### src/chdec_pkg.sv
`timescale 1ns / 1ps

package chdec_pkg;

    localparam int SIZE_BITS   = 32;
    localparam int QUEUE_DEPTH = 4;
    localparam int QUEUE_AW    = $clog2(QUEUE_DEPTH);
    localparam int QUEUE_CW    = $clog2(QUEUE_DEPTH + 1);

    localparam logic [7:0] CH_CR    = 8'h0D;
    localparam logic [7:0] CH_LF    = 8'h0A;
    localparam logic [7:0] CH_SPACE = 8'h20;
    localparam logic [7:0] CH_SEMI  = 8'h3B;

    typedef enum logic [3:0] {
        PH_SIZE       = 4'd0,
        PH_EXT        = 4'd1,
        PH_SIZE_LF    = 4'd2,
        PH_DATA       = 4'd3,
        PH_DATA_CR    = 4'd4,
        PH_DATA_LF    = 4'd5,
        PH_TRAILER    = 4'd6,
        PH_TRAILER_LF = 4'd7,
        PH_DONE       = 4'd8,
        PH_FAIL       = 4'd9
    } t_phase;

    typedef enum logic [2:0] {
        ST_PAYLOAD   = 3'd0,
        ST_COMPLETE  = 3'd1,
        ST_BAD_DIGIT = 3'd2,
        ST_NO_CRLF   = 3'd3,
        ST_OVERFLOW  = 3'd4
    } t_status;

    typedef struct packed {
        logic [7:0] data;
        t_status    status;
    } t_result;

    typedef struct packed {
        logic       ok;
        logic [3:0] val;
    } t_hex;

    // Decode one ASCII hex digit of either case.
    function automatic t_hex hex_value(input logic [7:0] c);
        t_hex h;
        h.ok  = 1'b1;
        h.val = 4'd0;
        if (c >= 8'h30 && c <= 8'h39) begin
            h.val = c[3:0];
        end else if ((c >= 8'h61 && c <= 8'h66) || (c >= 8'h41 && c <= 8'h46)) begin
            h.val = c[3:0] + 4'd9;
        end else begin
            h.ok = 1'b0;
        end
        return h;
    endfunction

endpackage

### src/chdec_front.sv
`timescale 1ns / 1ps

module chdec_front (
    input  logic                 i_clk,
    input  logic                 i_rst_n,
    input  logic                 i_valid,
    input  logic [7:0]           i_data_byte,
    input  logic                 i_queue_full,
    output logic                 o_ready,
    output logic                 o_push,
    output chdec_pkg::t_result   o_result
);

    chdec_pkg::t_phase                     r_phase, n_phase;
    logic [chdec_pkg::SIZE_BITS-1:0]       r_bytes_left, n_bytes_left;
    logic                                  r_digit_seen, n_digit_seen;
    logic                                  r_line_empty, n_line_empty;

    logic                                  w_accept;
    chdec_pkg::t_hex                       w_hex;
    logic                                  w_is_cr, w_is_lf, w_is_sep;
    logic                                  w_top_busy;
    logic                                  w_last_byte;

    assign o_ready     = !i_queue_full;
    assign w_accept    = i_valid && o_ready;
    assign w_hex       = chdec_pkg::hex_value(i_data_byte);
    assign w_is_cr     = (i_data_byte == chdec_pkg::CH_CR);
    assign w_is_lf     = (i_data_byte == chdec_pkg::CH_LF);
    assign w_is_sep    = (i_data_byte == chdec_pkg::CH_SPACE) ||
                         (i_data_byte == chdec_pkg::CH_SEMI);
    // A further digit would push the size out of range.
    assign w_top_busy  = (r_bytes_left[chdec_pkg::SIZE_BITS-1 -: 4] != 4'd0);
    assign w_last_byte = (r_bytes_left == chdec_pkg::SIZE_BITS'(1));

    // Next state
    always_comb begin
        n_phase      = r_phase;
        n_bytes_left = r_bytes_left;
        n_digit_seen = r_digit_seen;
        n_line_empty = r_line_empty;
        if (w_accept) begin
            unique case (r_phase)
                chdec_pkg::PH_SIZE: begin
                    if (w_hex.ok) begin
                        if (w_top_busy) begin
                            n_phase = chdec_pkg::PH_FAIL;
                        end else begin
                            n_bytes_left = {r_bytes_left[chdec_pkg::SIZE_BITS-5:0], w_hex.val};
                            n_digit_seen = 1'b1;
                        end
                    end else if (!r_digit_seen) begin
                        n_phase = chdec_pkg::PH_FAIL;
                    end else if (w_is_sep) begin
                        n_phase = chdec_pkg::PH_EXT;
                    end else if (w_is_cr) begin
                        n_phase = chdec_pkg::PH_SIZE_LF;
                    end else begin
                        n_phase = chdec_pkg::PH_FAIL;
                    end
                end
                chdec_pkg::PH_EXT: begin
                    if (w_is_cr) begin
                        n_phase = chdec_pkg::PH_SIZE_LF;
                    end
                end
                chdec_pkg::PH_SIZE_LF: begin
                    if (!w_is_lf) begin
                        n_phase = chdec_pkg::PH_FAIL;
                    end else if (r_bytes_left == '0) begin
                        n_line_empty = 1'b1;
                        n_phase      = chdec_pkg::PH_TRAILER;
                    end else begin
                        n_phase = chdec_pkg::PH_DATA;
                    end
                end
                chdec_pkg::PH_DATA: begin
                    n_bytes_left = r_bytes_left - chdec_pkg::SIZE_BITS'(1);
                    if (w_last_byte) begin
                        n_phase = chdec_pkg::PH_DATA_CR;
                    end
                end
                chdec_pkg::PH_DATA_CR: begin
                    n_phase = w_is_cr ? chdec_pkg::PH_DATA_LF : chdec_pkg::PH_FAIL;
                end
                chdec_pkg::PH_DATA_LF: begin
                    if (w_is_lf) begin
                        n_phase      = chdec_pkg::PH_SIZE;
                        n_bytes_left = '0;
                        n_digit_seen = 1'b0;
                    end else begin
                        n_phase = chdec_pkg::PH_FAIL;
                    end
                end
                chdec_pkg::PH_TRAILER: begin
                    if (w_is_cr) begin
                        n_phase = chdec_pkg::PH_TRAILER_LF;
                    end else begin
                        n_line_empty = 1'b0;
                    end
                end
                chdec_pkg::PH_TRAILER_LF: begin
                    if (!w_is_lf) begin
                        n_phase = chdec_pkg::PH_FAIL;
                    end else if (r_line_empty) begin
                        n_phase = chdec_pkg::PH_DONE;
                    end else begin
                        n_line_empty = 1'b1;
                        n_phase      = chdec_pkg::PH_TRAILER;
                    end
                end
                chdec_pkg::PH_DONE, chdec_pkg::PH_FAIL: begin
                end
                default: begin
                end
            endcase
        end
    end

    // Result generation
    always_comb begin
        o_push          = 1'b0;
        o_result.data   = 8'd0;
        o_result.status = chdec_pkg::ST_PAYLOAD;
        if (w_accept) begin
            unique case (r_phase)
                chdec_pkg::PH_SIZE: begin
                    if (w_hex.ok) begin
                        if (w_top_busy) begin
                            o_push          = 1'b1;
                            o_result.status = chdec_pkg::ST_OVERFLOW;
                        end
                    end else if (!r_digit_seen || !(w_is_sep || w_is_cr)) begin
                        o_push          = 1'b1;
                        o_result.status = chdec_pkg::ST_BAD_DIGIT;
                    end
                end
                chdec_pkg::PH_SIZE_LF: begin
                    if (!w_is_lf) begin
                        o_push          = 1'b1;
                        o_result.status = chdec_pkg::ST_BAD_DIGIT;
                    end
                end
                chdec_pkg::PH_DATA: begin
                    o_push        = 1'b1;
                    o_result.data = i_data_byte;
                end
                chdec_pkg::PH_DATA_CR: begin
                    if (!w_is_cr) begin
                        o_push          = 1'b1;
                        o_result.status = chdec_pkg::ST_NO_CRLF;
                    end
                end
                chdec_pkg::PH_DATA_LF: begin
                    if (!w_is_lf) begin
                        o_push          = 1'b1;
                        o_result.status = chdec_pkg::ST_NO_CRLF;
                    end
                end
                chdec_pkg::PH_TRAILER_LF: begin
                    if (!w_is_lf) begin
                        o_push          = 1'b1;
                        o_result.status = chdec_pkg::ST_NO_CRLF;
                    end else if (r_line_empty) begin
                        o_push          = 1'b1;
                        o_result.status = chdec_pkg::ST_COMPLETE;
                    end
                end
                chdec_pkg::PH_EXT, chdec_pkg::PH_TRAILER,
                chdec_pkg::PH_DONE, chdec_pkg::PH_FAIL: begin
                end
                default: begin
                end
            endcase
        end
    end

    always_ff @(posedge i_clk) begin
        if (!i_rst_n) begin
            r_phase      <= chdec_pkg::PH_SIZE;
            r_bytes_left <= '0;
            r_digit_seen <= 1'b0;
            r_line_empty <= 1'b1;
        end else begin
            r_phase      <= n_phase;
            r_bytes_left <= n_bytes_left;
            r_digit_seen <= n_digit_seen;
            r_line_empty <= n_line_empty;
        end
    end

endmodule

### src/chdec_fifo.sv
`timescale 1ns / 1ps

module chdec_fifo (
    input  logic                 i_clk,
    input  logic                 i_rst_n,
    input  logic                 i_push,
    input  chdec_pkg::t_result   i_data,
    output logic                 o_full,
    input  logic                 i_pop,
    output logic                 o_empty,
    output chdec_pkg::t_result   o_data
);

    chdec_pkg::t_result                r_mem [chdec_pkg::QUEUE_DEPTH];
    logic [chdec_pkg::QUEUE_AW-1:0]    r_wr_ptr, n_wr_ptr;
    logic [chdec_pkg::QUEUE_AW-1:0]    r_rd_ptr, n_rd_ptr;
    logic [chdec_pkg::QUEUE_CW-1:0]    r_count, n_count;
    logic                              w_wr, w_rd;

    assign o_full  = (r_count == chdec_pkg::QUEUE_CW'(chdec_pkg::QUEUE_DEPTH));
    assign o_empty = (r_count == '0);
    assign o_data  = r_mem[r_rd_ptr];
    assign w_wr    = i_push && !o_full;
    assign w_rd    = i_pop && !o_empty;

    always_comb begin
        n_wr_ptr = r_wr_ptr;
        n_rd_ptr = r_rd_ptr;
        n_count  = r_count;
        if (w_wr) begin
            n_wr_ptr = (r_wr_ptr == chdec_pkg::QUEUE_AW'(chdec_pkg::QUEUE_DEPTH - 1)) ?
                       '0 : r_wr_ptr + chdec_pkg::QUEUE_AW'(1);
        end
        if (w_rd) begin
            n_rd_ptr = (r_rd_ptr == chdec_pkg::QUEUE_AW'(chdec_pkg::QUEUE_DEPTH - 1)) ?
                       '0 : r_rd_ptr + chdec_pkg::QUEUE_AW'(1);
        end
        if (w_wr && !w_rd) begin
            n_count = r_count + chdec_pkg::QUEUE_CW'(1);
        end else if (w_rd && !w_wr) begin
            n_count = r_count - chdec_pkg::QUEUE_CW'(1);
        end
    end

    always_ff @(posedge i_clk) begin
        if (w_wr) begin
            r_mem[r_wr_ptr] <= i_data;
        end
    end

    always_ff @(posedge i_clk) begin
        if (!i_rst_n) begin
            r_wr_ptr <= '0;
            r_rd_ptr <= '0;
            r_count  <= '0;
        end else begin
            r_wr_ptr <= n_wr_ptr;
            r_rd_ptr <= n_rd_ptr;
            r_count  <= n_count;
        end
    end

endmodule

### src/chdec_back.sv
`timescale 1ns / 1ps

module chdec_back (
    input  logic                 i_clk,
    input  logic                 i_rst_n,
    input  logic                 i_queue_empty,
    input  chdec_pkg::t_result   i_result,
    output logic                 o_pop,
    output logic                 o_valid,
    input  logic                 i_ready,
    output logic [7:0]           o_payload_byte,
    output logic [2:0]           o_status
);

    logic                  r_valid, n_valid;
    chdec_pkg::t_result    r_result;

    // Refill the output register whenever it is empty or being drained.
    assign o_pop   = !i_queue_empty && (!r_valid || i_ready);
    assign n_valid = o_pop ? 1'b1 : (i_ready ? 1'b0 : r_valid);

    assign o_valid        = r_valid;
    assign o_payload_byte = r_result.data;
    assign o_status       = r_result.status;

    always_ff @(posedge i_clk) begin
        if (o_pop) begin
            r_result <= i_result;
        end
    end

    always_ff @(posedge i_clk) begin
        if (!i_rst_n) begin
            r_valid <= 1'b0;
        end else begin
            r_valid <= n_valid;
        end
    end

endmodule

### src/http_chunked_body_decoder.sv
`timescale 1ns / 1ps
// HTTP/1.1 chunked transfer-coding body decoder.
// Input channel: i_valid / o_ready carry one body byte (i_data_byte) per
// transaction. Output channel: o_valid / i_ready carry one result per
// transaction: o_status 0 with a payload byte, 1 body complete, 2 bad size
// line, 3 missing CRLF after data or in the trailer, 4 chunk size overflow.
// Size lines, extensions, CRLFs and trailer lines produce no result.
// Throughput: one byte accepted every clock cycle while the output side
// keeps up; the parser handles each byte in the cycle it is accepted.
// Path: a result is pushed into the four-entry queue at the accepting
// edge and moves on into the output register, which drives the ports, once
// it is at the head of the queue and that register is empty or being drained.
// Stall: when i_ready is low the output register holds its transaction and
// the queue absorbs up to four further results; o_ready drops only while
// the queue is full, so bytes that produce no result also wait then.
// After body complete or any error every further byte is accepted and
// dropped until reset. Reset (i_rst_n low, synchronous) returns the parser
// to expecting a size line and empties the queue and output register.
module http_chunked_body_decoder (
    input  logic       i_clk,
    input  logic       i_rst_n,
    input  logic       i_valid,
    output logic       o_ready,
    input  logic [7:0] i_data_byte,
    output logic       o_valid,
    input  logic       i_ready,
    output logic [7:0] o_payload_byte,
    output logic [2:0] o_status
);

    logic                 w_push;
    chdec_pkg::t_result   w_push_data;
    logic                 w_full;
    logic                 w_pop;
    logic                 w_empty;
    chdec_pkg::t_result   w_head;

    // Front: accept and parse bytes, push payload and terminal results.
    chdec_front u_front (
        .i_clk        (i_clk),
        .i_rst_n      (i_rst_n),
        .i_valid      (i_valid),
        .i_data_byte  (i_data_byte),
        .i_queue_full (w_full),
        .o_ready      (o_ready),
        .o_push       (w_push),
        .o_result     (w_push_data)
    );

    // Queue: decouple the parser from output stalls.
    chdec_fifo u_fifo (
        .i_clk   (i_clk),
        .i_rst_n (i_rst_n),
        .i_push  (w_push),
        .i_data  (w_push_data),
        .o_full  (w_full),
        .i_pop   (w_pop),
        .o_empty (w_empty),
        .o_data  (w_head)
    );

    // Back: registered output stage towards the receiver.
    chdec_back u_back (
        .i_clk          (i_clk),
        .i_rst_n        (i_rst_n),
        .i_queue_empty  (w_empty),
        .i_result       (w_head),
        .o_pop          (w_pop),
        .o_valid        (o_valid),
        .i_ready        (i_ready),
        .o_payload_byte (o_payload_byte),
        .o_status       (o_status)
    );

endmodule

### config.mk
export PLATFORM = sky130hd
export DESIGN_NAME = http_chunked_body_decoder
export DESIGN_NICKNAME = d
export VERILOG_FILES = /design/src/chdec_pkg.sv /design/src/chdec_front.sv /design/src/chdec_fifo.sv /design/src/chdec_back.sv /design/src/http_chunked_body_decoder.sv
export SDC_FILE = /design/constraint.sdc
export NUM_CORES = 1
export LEC_CHECK = 0
export BUFFER_PORTS_ARGS = -buffer_cell sky130_fd_sc_hd__buf_2
export CAP_MARGIN = 30
export CORE_MARGIN = 1
export CORE_UTILIZATION = 55
export CTS_BUF_LIST = sky130_fd_sc_hd__clkbuf_8
export CTS_CLUSTER_DIAMETER = 60
export DETAILED_ROUTE_END_ITERATION = 10
export GPL_ROUTABILITY_DRIVEN = 0
export MAX_ROUTING_LAYER = met4
export PLACE_DENSITY = 0.78
export SYNTH_ARGS = -nofsm -noshare
export SYNTH_HDL_FRONTEND = slang
export SYNTH_HIERARCHICAL = 1
export SYNTH_SLANG_ARGS = --single-unit
export TNS_END_PERCENT = 100
### constraint.sdc
create_clock -name i_clk -period 5.47 [get_ports i_clk]
set_clock_uncertainty 0.05 [all_clocks]
set_input_delay 0.2735 -clock i_clk [delete_from_list [all_inputs] [get_ports i_clk]]
set_output_delay 0.2735 -clock i_clk [all_outputs]
set_load 0.02 [all_outputs]
==> results.cfg <==
[setup_path]
reg2reg_setup_slack_ns = 1.66
worst_setup_path_end_kind = flip-flop
crit_type = in2reg
ff2ff_path_depth = 10
critical_path.startpoint = i_data_byte[0]
timing.critical_path.fanout_max = 7
crit_arrival_ns = 4.10
regToRegEndpoint = u_fifo/r_count[2]
rr_startpoint = u_front/r_phase[0]
critPathRequiredTime_ns = 5.71
start_kind = input port

[global_routing]
global_route.overflow_total = 0
wire_length_of_the_first_global_routing_pass_microns = 20900
largest_net_degree_at_the_start_of_global_routing = 59
total_global_routing_track_utilization_pct = 26.9
first_global_vias = 4204
initial_antenna_violation_count = 0

[sta]
final_hold_viol_count = 0
timing.max_slew.rel_slack_pct = 34.1
grt_setup_unrepaired = no
clock.fmax_ghz = 0.259
tightestPinTransition_ns = 0.989
final.period_utilization_pct = 70.5
aggregate_negative_setup_slack_ns = 0
timing_max_transition_violations_final = 0
hold-worst-slack_ns = 0.137
setup_violations = 0
finalWorstPathRequiredPeriod_ns = 3.85

[floorplan]
die_w_microns = 103
core_box_area_sq_mm = 0.00982
die-area_sq_mm = 0.0105
dieHeight_microns = 103
core.rowCount = 36
start_util_pct = 56.8
ios = 25

[final_layout]
num_antenna_cells = 0
drive_gt1_share_pct = 13.2
layout.core_utilization_pct = 60.9
final_nets = 596
area_delta_synth_final_pct = 7.20
mostFrequentLayoutCell = sky130_fd_sc_hd__edfxtp_1
final_cell_mix = sky130_fd_sc_hd__edfxtp_1 (55), sky130_fd_sc_hd__dfxtp_1 (48), sky130_fd_sc_hd__o21ai_0 (48), sky130_fd_sc_hd__nand2_1 (46), sky130_fd_sc_hd__nor2_1 (45)

[power_and_ir_drop]
ir_worst_vdd_mv = 0.242
design_power_total_mw = 2.44
powerDensity_mw_per_mm2 = 408
p_leak_nw = 2.14

[yosys]
syn-mean-instance-area_sq_um = 9.79
ys_seq_elements = 103
synth_cell_type_count = 70
synth.yosys.warnings = 6
netlist_area_sq_mm = 0.00558
asyncSetResetFlopFracSynth_pct = 0
synth-main-ff-cell = sky130_fd_sc_hd__edfxtp_1
count_of_flip_flops_with_a_built_in_enable_after_synthesis = 55
synth_area_leader_cell = sky130_fd_sc_hd__edfxtp_1
synth_top_area_share_pct = 29.6
proportion_of_synthesized_chip_area_in_sequential_cells_pct = 46.8
synth_cells = 570
synth_fp_nets = 596
yosys-top-cells-area = sky130_fd_sc_hd__edfxtp_1 (30%), sky130_fd_sc_hd__dfxtp_1 (17%), sky130_fd_sc_hd__mux4_2 (4.4%)

[hold_path]
hold_path_class = in2reg
worst_min_path_start = i_ready
worst_hold_path.endpoint = u_back/o_valid
instance_count_along_the_most_critical_hold_path = 3

[clock_tree]
clkSinkCount = 103
cts_resized = 0
post_cts_hold_buffer_count = 0
cts.clk_slew.worst_paths_ns = 0.10
clock_tree_from_tritoncts = built
post_cts.repair.setup_buffers = 0
htree_levels = 3
cts_buffers = 9
ctsLongestPathBuffers = 2
cts.root.buffer_cell = sky130_fd_sc_hd__clkbuf_8
latest_clock_arrival_within_the_worst_skew_pair_ns = 0.39

[routing]
route.detailed.vias_per_inst = 6.50
first_iter_violations = 390
remaining_drc_errors = 0
first_pass_iters = 5
final_antenna_violating_net_count = 0
routed_length_per_instance_microns = 18.6
via_count = 4605
finalWirelength_microns = 13200

[place]
io_buffer_count = 24
detailed_place_hpwl_microns = 8810

[job]
cap_viol_max_count = 0

[outcome]
outcome = finished, final reports clean
[critical path: stages]
cell and delay, ns:
sky130_fd_sc_hd__buf_2 0.13, sky130_fd_sc_hd__inv_1 0.13, sky130_fd_sc_hd__ha_1 0.22, sky130_fd_sc_hd__inv_1 0.05, sky130_fd_sc_hd__o311a_1 0.39, sky130_fd_sc_hd__o21ai_0 0.41
sky130_fd_sc_hd__o311ai_0 0.23, sky130_fd_sc_hd__a31oi_1 0.26, sky130_fd_sc_hd__a21o_1 0.11, sky130_fd_sc_hd__nor2b_1 0.40, sky130_fd_sc_hd__ha_1 0.28, sky130_fd_sc_hd__inv_1 0.07
sky130_fd_sc_hd__fa_1 0.41, sky130_fd_sc_hd__xor2_1 0.17, sky130_fd_sc_hd__or3_1 0.31, sky130_fd_sc_hd__a21boi_0 0.23
[flip-flops by register name, indices dropped and copies added (netlist names), named ones only]
name	count
u_front/r_phase	4
u_front/r_digit_seen	1
u_fifo/r_rd_ptr	2
u_back/o_payload_byte	8
u_fifo/r_wr_ptr	2
u_fifo/r_mem	44
u_back/o_status	3
u_front/r_bytes_left	32
u_front/r_line_empty	1
u_fifo/r_count	3
u_back/o_valid	1
[cells in the mapped netlist (3+ instances only)]
cell                         n
sky130_fd_sc_hd__nor2_1     45
sky130_fd_sc_hd__a22oi_1     5
sky130_fd_sc_hd__nor4b_1     3
sky130_fd_sc_hd__mux4_2     11
sky130_fd_sc_hd__edfxtp_1   55
sky130_fd_sc_hd__nor2b_1     5
sky130_fd_sc_hd__and3_1     10
sky130_fd_sc_hd__nand3_1    15
sky130_fd_sc_hd__xnor2_1     4
sky130_fd_sc_hd__nor3b_1     5
sky130_fd_sc_hd__o22ai_1     3
sky130_fd_sc_hd__o211ai_1    6
sky130_fd_sc_hd__ha_1       13
sky130_fd_sc_hd__a31oi_1     8
sky130_fd_sc_hd__nand2b_1    6
sky130_fd_sc_hd__o21a_1      6
sky130_fd_sc_hd__or3_1       3
sky130_fd_sc_hd__a21oi_1    35
sky130_fd_sc_hd__o221a_2     3
sky130_fd_sc_hd__o21ai_0    48
sky130_fd_sc_hd__inv_1      13
sky130_fd_sc_hd__nor4_1      8
sky130_fd_sc_hd__nand4bb_1   3
sky130_fd_sc_hd__a31o_2      3
sky130_fd_sc_hd__nor4_2      3
sky130_fd_sc_hd__and2_1      8
sky130_fd_sc_hd__a21o_1      5
sky130_fd_sc_hd__buf_2       3
sky130_fd_sc_hd__a21boi_0    6
sky130_fd_sc_hd__dfxtp_1    48
sky130_fd_sc_hd__nor3_1     26
sky130_fd_sc_hd__xor2_1      4
sky130_fd_sc_hd__o31ai_1     4
sky130_fd_sc_hd__a32oi_1     3
sky130_fd_sc_hd__nand2_1    46
sky130_fd_sc_hd__clkbuf_1   37
sky130_fd_sc_hd__or4_1       4
sky130_fd_sc_hd__nand4_1     5
sky130_fd_sc_hd__nand3b_1    5
sky130_fd_sc_hd__mux2i_1     6
[per-stage QoR]
stage / cell area (sq um) / instances / setup slack (ns)
floorplan: 5580 / 570 / 2.09
global placement: 5760 / 691 / 1.62
detailed placement: 5770 / 692 / 1.28
CTS: 5980 / 708 / 1.68
global route: 5980 / 708 / 1.28
finish: 5980 / 708 / 1.62
[final cells by class]
cell class	count	area, sq um
Multi-Input combinational cell	412	2770
Clock buffer	9	124
Sequential cell	103	2610
Clock inverter	7	85.1
Inverter	13	48.8
Timing Repair Buffer	31	173
Tap cell	133	166
Fill cell	816	3840
[worst max-delay path by stage]
stage	slack (ns)	end
global route	1.28	u_fifo/r_count[2]
detailed placement	1.28	u_fifo/r_count[2]
floorplan	2.09	u_fifo/r_count[2]
CTS	1.68	u_fifo/r_count[2]
global placement	1.62	u_fifo/r_count[2]
finish	1.62	u_fifo/r_count[2]
[power by group]
group | switching, mW | total, mW | internal [mW] | leakage [nW]
sequential | 0.125 | 1.10 | 0.973 | 0.892
clock | 0.286 | 0.507 | 0.221 | 0.107
combinational | 0.512 | 0.836 | 0.324 | 1.15
total | 0.923 | 2.44 | 1.52 | 2.14
[cells by family after synthesis]
group,after synthesis,synth area share (%)
AOI/OAI and AO/OA,161,18.6
xor gates and xnor gates,8,1.26
adders and majority gates,14,3.28
buffers and inverters,55,3.84
DFF,103,46.8
muxes,17,5.52
and+or+nand+nor,212,20.7
[routing by layer]
metal | track usage [%] | share of wire (%) | vias up
li1 | - | - | 2155
met1 | 33.0 | 42 | 2217
met2 | 43.4 | 49 | 201
met3 | 4.61 | 6.8 | 32
met4 | 12.4 | 2.5 | 0
met5 | - | 0 | -
(Power assumes the default switching activity.)
